File: src/hw/rtl/brar_pkg.sv
// ----------------------------------------------------------------------------
// brar_pkg
// Shared types and constants for the binary relation arc revise block.
// ----------------------------------------------------------------------------
package brar_pkg;

  localparam int DATA_W = 64;
  localparam int IDX_W  = 6;

  typedef struct packed {
    logic load;
    logic init;
    logic rd_en;
    logic phase2;
    logic finish;
  } cmd_t;

  function automatic logic is_single(input logic [DATA_W-1:0] v);
    return (v != '0) && ((v & (v - DATA_W'(1))) == '0);
  endfunction

  function automatic logic is_multi(input logic [DATA_W-1:0] v);
    return (v != '0) && ((v & (v - DATA_W'(1))) != '0);
  endfunction

endpackage

File: src/hw/rtl/brar_ctrl.sv
// ----------------------------------------------------------------------------
// brar_ctrl
// Sequencer: steps the two row sweeps and raises the result strobe.
// ----------------------------------------------------------------------------
module brar_ctrl #(
  parameter int DOMAIN_VALUES = 64,
  parameter int ADDR_W        = 6
) (
  input  logic              clk,
  input  logic              rst,
  input  logic              start,
  input  logic              mode,
  output logic              busy,
  output logic              done,
  output brar_pkg::cmd_t    cmd,
  output logic [ADDR_W-1:0] rd_addr
);

  typedef enum logic [2:0] {
    ST_IDLE,
    ST_PASS1,
    ST_PASS2,
    ST_DRAIN,
    ST_FINISH
  } state_t;

  state_t            state;
  logic [ADDR_W-1:0] addr;
  logic              last;

  assign last    = (addr == ADDR_W'(DOMAIN_VALUES - 1));
  assign busy    = (state != ST_IDLE);
  assign rd_addr = addr;

  always_comb begin
    cmd.load   = start && !busy && !mode;
    cmd.init   = start && !busy && mode;
    cmd.rd_en  = (state == ST_PASS1) || (state == ST_PASS2);
    cmd.phase2 = (state == ST_PASS2);
    cmd.finish = (state == ST_FINISH);
  end

  always_ff @(posedge clk) begin
    if (rst) begin
      state <= ST_IDLE;
      addr  <= '0;
      done  <= 1'b0;
    end else begin
      done <= (state == ST_FINISH);
      unique case (state)
        ST_IDLE: begin
          addr <= '0;
          if (start && mode) begin
            state <= ST_PASS1;
          end
        end
        ST_PASS1: begin
          addr <= last ? '0 : addr + ADDR_W'(1);
          if (last) begin
            state <= ST_PASS2;
          end
        end
        ST_PASS2: begin
          addr <= last ? '0 : addr + ADDR_W'(1);
          if (last) begin
            state <= ST_DRAIN;
          end
        end
        ST_DRAIN: begin
          state <= ST_FINISH;
        end
        ST_FINISH: begin
          state <= ST_IDLE;
        end
        default: begin
          state <= ST_IDLE;
        end
      endcase
    end
  end

endmodule

File: src/hw/rtl/brar_dpath.sv
// ----------------------------------------------------------------------------
// brar_dpath
// Relation row memory, support accumulators and result registers.
// ----------------------------------------------------------------------------
module brar_dpath #(
  parameter int DOMAIN_VALUES = 64,
  parameter int ADDR_W        = 6
) (
  input  logic                           clk,
  input  logic                           rst,
  input  brar_pkg::cmd_t                 cmd,
  input  logic [ADDR_W-1:0]              rd_addr,
  input  logic                           cfg_we,
  input  logic                           cfg_wdata,
  input  logic [brar_pkg::IDX_W-1:0]     row_index,
  input  logic [brar_pkg::DATA_W-1:0]    row_bits,
  input  logic [brar_pkg::DATA_W-1:0]    x_domain,
  input  logic [brar_pkg::DATA_W-1:0]    y_domain,
  output logic [brar_pkg::DATA_W-1:0]    x_domain_out,
  output logic [brar_pkg::DATA_W-1:0]    y_domain_out,
  output logic                           x_changed,
  output logic                           y_changed,
  output logic                           conflict
);

  localparam logic [brar_pkg::DATA_W-1:0] DOM_MASK =
    (DOMAIN_VALUES >= brar_pkg::DATA_W) ? {brar_pkg::DATA_W{1'b1}} :
    ((brar_pkg::DATA_W'(1) << DOMAIN_VALUES) - brar_pkg::DATA_W'(1));

  logic [brar_pkg::DATA_W-1:0] mem [DOMAIN_VALUES];
  logic [brar_pkg::DATA_W-1:0] rdata;
  logic [ADDR_W-1:0]           ridx;
  logic                        rvalid;
  logic                        rphase2;
  logic                        support_mode;

  logic [brar_pkg::DATA_W-1:0] xd;
  logic [brar_pkg::DATA_W-1:0] yd;
  logic [brar_pkg::DATA_W-1:0] xs;
  logic [brar_pkg::DATA_W-1:0] sup;

  logic [brar_pkg::DATA_W-1:0] allowed;
  logic [brar_pkg::DATA_W-1:0] xn;
  logic [brar_pkg::DATA_W-1:0] yn;
  logic                        x_multi;
  logic                        y_multi;
  logic                        both_single;
  logic                        row_ok;

  assign row_ok      = (32'(row_index) < DOMAIN_VALUES);
  assign allowed     = (support_mode ? rdata : ~rdata) & DOM_MASK;
  assign x_multi     = brar_pkg::is_multi(xd);
  assign y_multi     = brar_pkg::is_multi(yd);
  assign both_single = brar_pkg::is_single(xd) && brar_pkg::is_single(yd);
  assign xn          = x_multi ? xs : xd;
  assign yn          = y_multi ? (yd & sup) : yd;

  always_ff @(posedge clk) begin
    if (cmd.load && row_ok) begin
      mem[row_index[ADDR_W-1:0]] <= row_bits;
    end
    if (cmd.rd_en) begin
      rdata <= mem[rd_addr];
    end
  end

  always_ff @(posedge clk) begin
    if (rst) begin
      support_mode <= 1'b1;
      rvalid       <= 1'b0;
    end else begin
      if (cfg_we) begin
        support_mode <= cfg_wdata;
      end
      rvalid <= cmd.rd_en;
    end
  end

  always_ff @(posedge clk) begin
    ridx    <= rd_addr;
    rphase2 <= cmd.phase2;
    if (cmd.init) begin
      xd  <= x_domain & DOM_MASK;
      yd  <= y_domain & DOM_MASK;
      xs  <= x_domain & DOM_MASK;
      sup <= '0;
    end else if (rvalid && !rphase2) begin
      if (xd[ridx] && ((allowed & yd) == '0)) begin
        xs[ridx] <= 1'b0;
      end
    end else if (rvalid && rphase2) begin
      if (xn[ridx]) begin
        sup <= sup | allowed;
      end
    end
  end

  always_ff @(posedge clk) begin
    if (cmd.finish) begin
      priority if (both_single) begin
        x_domain_out <= xd;
        y_domain_out <= yd;
        x_changed    <= 1'b0;
        y_changed    <= 1'b0;
        conflict     <= (xs == '0);
      end else if (x_multi && (xn == '0)) begin
        x_domain_out <= '0;
        y_domain_out <= yd;
        x_changed    <= 1'b1;
        y_changed    <= 1'b0;
        conflict     <= 1'b1;
      end else begin
        x_domain_out <= xn;
        y_domain_out <= yn;
        x_changed    <= x_multi && (xn != xd);
        y_changed    <= y_multi && (yn != yd);
        conflict     <= y_multi && (yn == '0);
      end
    end
  end

endmodule

File: src/hw/rtl/binary_relation_arc_revise_top.sv
// ----------------------------------------------------------------------------
// binary_relation_arc_revise_top
// Arc revision of two domains against a stored binary relation table.
// ----------------------------------------------------------------------------
// A load transfer gives no result.
// A propagate transfer gives its result after two sweeps over the row memory,
// one read per cycle; the next transfer may start in the cycle of the strobe.
// Reset returns the sequencer to idle and support_mode to 1; rows are
// undefined until loaded. The receiver cannot stall.
module binary_relation_arc_revise_top #(
  parameter int DOMAIN_VALUES = 64
) (
  input  logic                        clk,
  input  logic                        rst,
  input  logic                        start,
  output logic                        busy,
  output logic                        done,
  input  logic                        cfg_we,
  input  logic                        cfg_wdata,
  input  logic                        mode,
  input  logic [brar_pkg::IDX_W-1:0]  row_index,
  input  logic [brar_pkg::DATA_W-1:0] row_bits,
  input  logic [brar_pkg::DATA_W-1:0] x_domain,
  input  logic [brar_pkg::DATA_W-1:0] y_domain,
  output logic [brar_pkg::DATA_W-1:0] x_domain_out,
  output logic [brar_pkg::DATA_W-1:0] y_domain_out,
  output logic                        x_changed,
  output logic                        y_changed,
  output logic                        conflict
);

  localparam int ADDR_W = (DOMAIN_VALUES > 1) ? $clog2(DOMAIN_VALUES) : 1;

  brar_pkg::cmd_t    cmd;
  logic [ADDR_W-1:0] rd_addr;

  brar_ctrl #(
    .DOMAIN_VALUES(DOMAIN_VALUES),
    .ADDR_W       (ADDR_W)
  ) u_ctrl (
    .clk    (clk),
    .rst    (rst),
    .start  (start),
    .mode   (mode),
    .busy   (busy),
    .done   (done),
    .cmd    (cmd),
    .rd_addr(rd_addr)
  );

  brar_dpath #(
    .DOMAIN_VALUES(DOMAIN_VALUES),
    .ADDR_W       (ADDR_W)
  ) u_dpath (
    .clk         (clk),
    .rst         (rst),
    .cmd         (cmd),
    .rd_addr     (rd_addr),
    .cfg_we      (cfg_we),
    .cfg_wdata   (cfg_wdata),
    .row_index   (row_index),
    .row_bits    (row_bits),
    .x_domain    (x_domain),
    .y_domain    (y_domain),
    .x_domain_out(x_domain_out),
    .y_domain_out(y_domain_out),
    .x_changed   (x_changed),
    .y_changed   (y_changed),
    .conflict    (conflict)
  );

  a_prop_goes_busy: assert property (@(posedge clk) disable iff (rst)
    (start && !busy && mode) |=> busy)
    else $error("propagate transfer did not start a sweep");

  a_done_after_busy: assert property (@(posedge clk) disable iff (rst)
    done |-> $past(busy))
    else $error("result strobe without a sweep in progress");

  a_done_single: assert property (@(posedge clk) disable iff (rst)
    done |=> !done)
    else $error("result strobe longer than one cycle");

  a_load_stays_idle: assert property (@(posedge clk) disable iff (rst)
    (start && !busy && !mode) |=> !busy && !done)
    else $error("load transfer started a sweep or a result");

endmodule

File: config.mk
export PLATFORM = sky130hd
export DESIGN_NAME = binary_relation_arc_revise_top
export DESIGN_NICKNAME = d
export VERILOG_FILES = /design/src/hw/rtl/brar_pkg.sv /design/src/hw/rtl/brar_ctrl.sv /design/src/hw/rtl/brar_dpath.sv /design/src/hw/rtl/binary_relation_arc_revise_top.sv
export SDC_FILE = /design/constraint.sdc
export NUM_CORES = 2
export LEC_CHECK = 0
export BUFFER_PORTS_ARGS = -buffer_cell sky130_fd_sc_hd__buf_2
export CAP_MARGIN = 15
export CORE_UTILIZATION = 58
export DETAILED_ROUTE_END_ITERATION = 12
export GPL_TIMING_DRIVEN = 0
export PLACE_DENSITY = 0.75
export SYNTH_ARGS = -nofsm -noshare
export SYNTH_HDL_FRONTEND = slang
export SYNTH_SLANG_ARGS = --single-unit
File: constraint.sdc
create_clock -name clk -period 15.5 [get_ports clk]
set_clock_uncertainty 0.05 [all_clocks]
set_input_delay 2.325 -clock clk [delete_from_list [all_inputs] [get_ports clk]]
set_output_delay 2.325 -clock clk [all_outputs]
set_load 0.03 [all_outputs]
Word-level counts from Yosys, hierarchy flattened:

Memories as Yosys holds them, arrays and structs flattened. A register that Yosys moved wholly into a read port is not among the register bits.
Cells that the tools add are included.

* register bits after elaboration: 406
* memory bits (writable): 4096
* memories kept: 1

Memory list
* u_dpath.mem: depth 64, bits a word 64, read ports 1, clocked after memory_dff 1, wr ports 1, line brar_dpath.sv:30 `logic [brar_pkg::DATA_W-1:0] mem [DOMAIN_VALUES];`

* add/sub/neg operators: 3
* order comparisons: 2
* equal/unequal tests: 10
* muxes and demuxes: 27
* bitwise gates (word level): 9
* reductions and logical operators: 41

Operators with widths (count)
* 64-bit 2-to-1 mux: 10
* 64-bit logical NOT: 6
* 64-bit bitwise AND: 5
* 64-bit nonzero test: 4
* 64-bit != test: 2
* 64-bit inverter: 2
* 64-bit by 1-bit subtractor with 64-bit output, second input constant: 2
* 64-bit bitwise OR: 1
* 1-bit logical AND: 17
* 1-bit binary-select mux with 6-bit select: 2
* 3-bit one-hot mux with 4 select lines: 1
* 6-bit one-hot mux with 2 select lines: 1
* 3-bit 2-to-1 mux: 3
* 1-bit 2-to-1 mux: 8
* 6-bit by 7-bit less-than comparator with 1-bit output, second input constant: 1
* 6-bit by 1-bit adder with 6-bit output, second input constant: 1
* 1-bit demux with 6-bit select: 1
* 3-bit by 2-bit equality test with 1-bit output, second input constant: 2
* 6-bit equality test, second input constant: 1
* 6-bit by 1-bit greater-or-equal comparator with 1-bit output, second input constant: 1
* 6-bit 2-to-1 mux: 1
* 3-bit AND reduction: 2
* 2-bit nonzero test: 3
* 2-bit by 1-bit != test with 1-bit output, second input constant: 2
* 10 further kinds: 13

Depth between registers and ports, before layout:

* depth after elaboration: 9
* depth in mapped cells: 14
* gate-level depth less buffers: 9

By module:

A second synthesis with hierarchy kept.

* cell total of the unflattened synthesis: 7842
* area total of the unflattened synthesis: 178192.2 sq um

Modules (own cells, without submodules)
* brar_dpath: instances 1, cells an instance 7782, area an instance 177656.6 sq um, seq. area each 136080.5 sq um
* brar_ctrl: instances 1, cells an instance 60, area an instance 535.5 sq um, seq. area each 200.2 sq um

Least setup slack after synthesis:

Ideal clock, no wire load.

* path type: register to register
* start point: register u_ctrl.state[2]
* end point: register u_dpath.conflict (enable)
* library setup time: 0.810 ns
* data arrival time: 10.075 ns
* required time: 14.640 ns
* setup slack: 4.565 ns
* cell stages (with the launch flop): 3
* path through: dfxtp_1 > clkbuf_1 > nor3b_1

RTL lines
* from (decl): line brar_ctrl.sv:27 `state_t state;`
* from (signal assigned): line brar_ctrl.sv:45 `state <= ST_IDLE;`
* from (signal assigned): line brar_ctrl.sv:54 `state <= ST_PASS1;`
* from (signal assigned): line brar_ctrl.sv:60 `state <= ST_PASS2;`
* to (signal assigned): line brar_dpath.sv:105 `conflict <= (xs == '0);`
* to (signal assigned): line brar_dpath.sv:117 `conflict <= y_multi && (yn == '0);`
* to (decl): line brar_dpath.sv:23 `output logic conflict`

Worst setup path after layout:

* start point: register u_dpath.yd[2] in the netlist's numbering
* end point: register u_dpath.y_changed, data pin

* longest elaborated chain between the ends: 7
* elaborated cells on any way between the ends: 13
* classes of those cells: add/sub (1); eq/ne (1); mux (1); bitwise (2); reduce/logical (8)

Ends and longest elaborated chain
* from (decl): line brar_dpath.sv:38 `logic [brar_pkg::DATA_W-1:0] yd;`
* from (signal assigned): line brar_dpath.sv:84 `yd <= y_domain & DOM_MASK;`
* 64-bit by 1-bit subtractor with 64-bit output: line brar_pkg.sv:19, brar_pkg.sv:23
* 64-bit bitwise AND: line brar_pkg.sv:19, brar_pkg.sv:23
* 64-bit nonzero test: line brar_pkg.sv:23 `return (v != '0) && ((v & (v - DATA_W'(1))) != '0);`
* 1-bit logical AND: line brar_pkg.sv:23
* 64-bit 2-to-1 mux: line brar_dpath.sv:56 `assign yn = y_multi ? (yd & sup) : yd;`
* 64-bit != test: line brar_dpath.sv:116 `y_changed <= y_multi && (yn != yd);`
* 1-bit logical AND: line brar_dpath.sv:116
* to (signal assigned): line brar_dpath.sv:116
* to (decl): line brar_dpath.sv:22 `output logic y_changed,`

Parallel ways exist; a longest one is shown, timed or not.
A chain may end at the register's enable or synchronous reset.

==> impl_metrics.json <==
{
  "run_status": "finished, final reports clean",
  "worstPathRequired_ps": 16130,
  "rr_startpoint": "u_dpath.yd[2]$_DFFE_PP_",
  "cts_setup_buffers": 0,
  "p_total_mw": 25.4,
  "irDropWorstVdd_mv": 0.115,
  "min-delay-start": "u_ctrl.rd_addr[4]$_SDFFE_PP0P_",
  "critical_path.top_delay_family": "simple AND/OR/NAND/NOR gates",
  "syn_to_final_growth_pct": 15.7,
  "synth.distinct_cells": 71,
  "path_clk_slew_ps": 60,
  "gr-total-overflow": 0,
  "cts_hold_buf": 0,
  "grt_pass1_wl_um": 815000,
  "ios": 337,
  "clk_latency_ps": 1050,
  "synth_warnings": 0,
  "vias": 99000,
  "drc": 0,
  "drt_iter0_markers": 17200,
  "syn_area_um2": 177000,
  "use_met3": 0.0965,
  "period_minus_slack_ps": 6350,
  "crit_path_start": "u_dpath.yd[2]$_DFFE_PP_",
  "initial_core_util": 0.584,
  "maxCapViolations": 0,
  "final_nets": 9126,
  "drt_wl_total_um": 615000,
  "hold_viol_final": 0,
  "synth_ff_type": "edfxtp_1",
  "path_cells": "nor3_1 > nand4_1 > nor4_2 > buf_4 > clkbuf_1 > nand2_1 > o32ai_1 > o31a_1 > nand4_1 > o2bb2ai_1 > buf_2 > buf_2 > nor2_1",
  "crit_path_top_delay_cell": "o32ai_1",
  "synth_edf_count": 4483,
  "grt_pass1_vias": 95600,
  "synth-async-reset-ratio": 0,
  "cp-end-kind": "flop",
  "die_w_um": 555,
  "syn_inst": 7828,
  "crit_type": "reg -> reg",
  "tightestPinTransition_ps": 1380,
  "cts_root_buf": "clkbuf_16",
  "antenna_found_initial": 64,
  "dp_hpwl_um": 414000,
  "post-synth-top-area-fraction": 0.760,
  "vias_per_cell": 7.40,
  "drive_gt1_frac": 0.301,
  "finalSetupViolCount": 0,
  "powerDensity_nw_per_um2": 124,
  "ant_nets": 0,
  "synth_area_leaders": "edfxtp_1 76%, mux4_2 17%, dfxtp_1 0.94%",
  "wire_per_inst_um": 46.0,
  "die_area_um2": 308000,
  "cts_buffers": 436,
  "path_max_fanout": 10,
  "post_cts_resize_count": 0,
  "cts_tree": "done",
  "power_leakage_nw": 62.4,
  "met2_usage": 0.622,
  "port_buffers": 333,
  "clock-sinks": 4566,
  "worst_setup_path_start_kind": "flop",
  "cp_num_buf_inv": 4,
  "cpPeakStageDelay_ps": 850,
  "slew_headroom": 0.0804,
  "synth_seq_cells": 4566,
  "synth.avg_cell_area_um2": 22.6,
  "arrival_ps": 6980,
  "gp_congestion": 1.02,
  "hp-class": "reg -> reg",
  "finalCritPeriodShare": 0.410,
  "clock_path_buffers": 4,
  "synth_nets": 8033,
  "rsz0062_at_grt": "no",
  "yosys.area.top_type": "edfxtp_1",
  "met1_usage": 0.501,
  "rows": 202,
  "final_max_slew_viol_count": 0,
  "drt_first_pass_iters": 8,
  "dieHeight_um": 555,
  "synth-seq-area-share": 0.769,
  "setup-tns-final_ps": 0,
  "coreArea_um2": 303000,
  "track_usage": 0.398,
  "grt_max_degree": 65,
  "grt-busiest-layer": "met2",
  "htreeDepth": 5,
  "max_freq_mhz": 157
}
sequential cells by signal, summed over array words and instances, names as in the netlist, 3 cells and up:
signal                cells
u_ctrl.state              3
u_dpath.ridx              6
u_dpath.y_domain_out     64
u_dpath.yd               64
u_dpath.rdata            64
u_dpath.x_domain_out     64
u_ctrl.rd_addr            6
u_dpath.xs               64
u_dpath.mem            4096
u_dpath.sup              64
u_dpath.xd               64
layer usage:
| metal | up-vias | part of all wire |
|---|---|---|
| li1 | 36000 | - |
| met1 | 51600 | 0.32 |
| met2 | 9529 | 0.47 |
| met3 | 1865 | 0.12 |
| met4 | 36 | 0.078 |
| met5 | - | 0.00048 |
final cells by class:
cell class	count	area, µm²
Sequential cell	4566	136000
Antenna cell	96	240
Timing Repair Buffer	655	7690
Inverter	144	543
Multi-Input combinational cell	2707	39300
Clock buffer	539	11400
Clock inverter	276	2960
Fill cell	17900	98200
Tap cell	3978	4980
Buffer	411	1650
synth_stat cells, drive strengths merged, types with 9 or more instances:
| master | n |
|---|---|
| a21oi | 25 |
| nand3 | 33 |
| o21a | 66 |
| clkbuf | 289 |
| o31ai | 9 |
| nor3 | 26 |
| edfxtp | 4483 |
| a221oi | 37 |
| nand2 | 137 |
| o21ai | 196 |
| o22ai | 101 |
| buf | 122 |
| nor4 | 52 |
| mux2 | 36 |
| a22o | 81 |
| or4 | 23 |
| o2bb2ai | 16 |
| a22oi | 61 |
| inv | 144 |
| or3 | 20 |
| nand4 | 37 |
| mux4 | 1345 |
| nor2 | 194 |
| xor2 | 72 |
| dfxtp | 83 |
stage by stage:
stage          setup slack (ps)  instances  hold WS, ps  instance area, µm²  utilization
2_1_floorplan              4570       7828          279              177000            -
3_3_place_gp                335      12100          293              184000        0.606
3_5_place_dp               9280      12400          292              190000        0.626
4_1_cts                    9260      13200          304              204000        0.673
5_1_grt                    9150      13300          307              205000        0.675
6_report                   9150      13400          304              205000        0.676
power by group:
part,total (mW),switching (mW),internal (mW)
Sequential,13.7,0.0941,13.6
Combinational,0.863,0.574,0.289
Clock,10.8,4.84,5.96
cells by family after synthesis:
| family | count (synthesis) | synth area share |
|---|---|---|
| buffers and inverters | 555 | 0.0121 |
| multiplexers | 1382 | 0.173 |
| XOR/XNOR | 77 | 0.00380 |
| AND/OR/NAND/NOR | 571 | 0.0156 |
| flip-flops | 4566 | 0.769 |
| AO/OA/AOI/OAI | 671 | 0.0260 |
| adder cells (fa/ha/maj) | 6 | 0.000353 |
path summary, 6_finish.rpt:
kind | end | slack (ps) | depth (start not counted)
max reg2reg | u_dpath.y_changed$_SDFFCE_PP0P_ | 9150 | 13
min | u_dpath.ridx[4]$_DFF_P_ | 300 | 0
min reg2reg | u_dpath.ridx[4]$_DFF_P_ | 300 | 0
max | u_dpath.y_changed$_SDFFCE_PP0P_ | 9150 | 13
layout by cell type, fill, tap and decap left out, drive strengths merged, types with 6 or more instances in the layout:
master,netlist,layout
edfxtp,4483,4483
mux4,1345,1345
clkbuf,289,828
buf,122,777
clkinv,0,202
o21ai,196,196
nor2,194,194
inv,144,159
nand2,137,137
o22ai,101,101
diode,0,96
dfxtp,83,83
a22o,81,81
xor2,72,72
o21a,66,66
a22oi,61,61
nor4,52,52
bufinv,0,42
nand4,37,37
a221oi,37,37
mux2,36,36
nand3,33,33
nor3,26,26
a21oi,25,25
or4,23,23
or3,20,20
clkinvlp,0,17
o2bb2ai,16,16
o31ai,9,9
o41ai,8,8
o211ai,8,8
a31oi,8,8
nor2b,8,8
nand3b,7,7
a2111oi,7,7
o221ai,6,6
and3,6,6
Note: power is estimated with default switching activity, not from simulation.
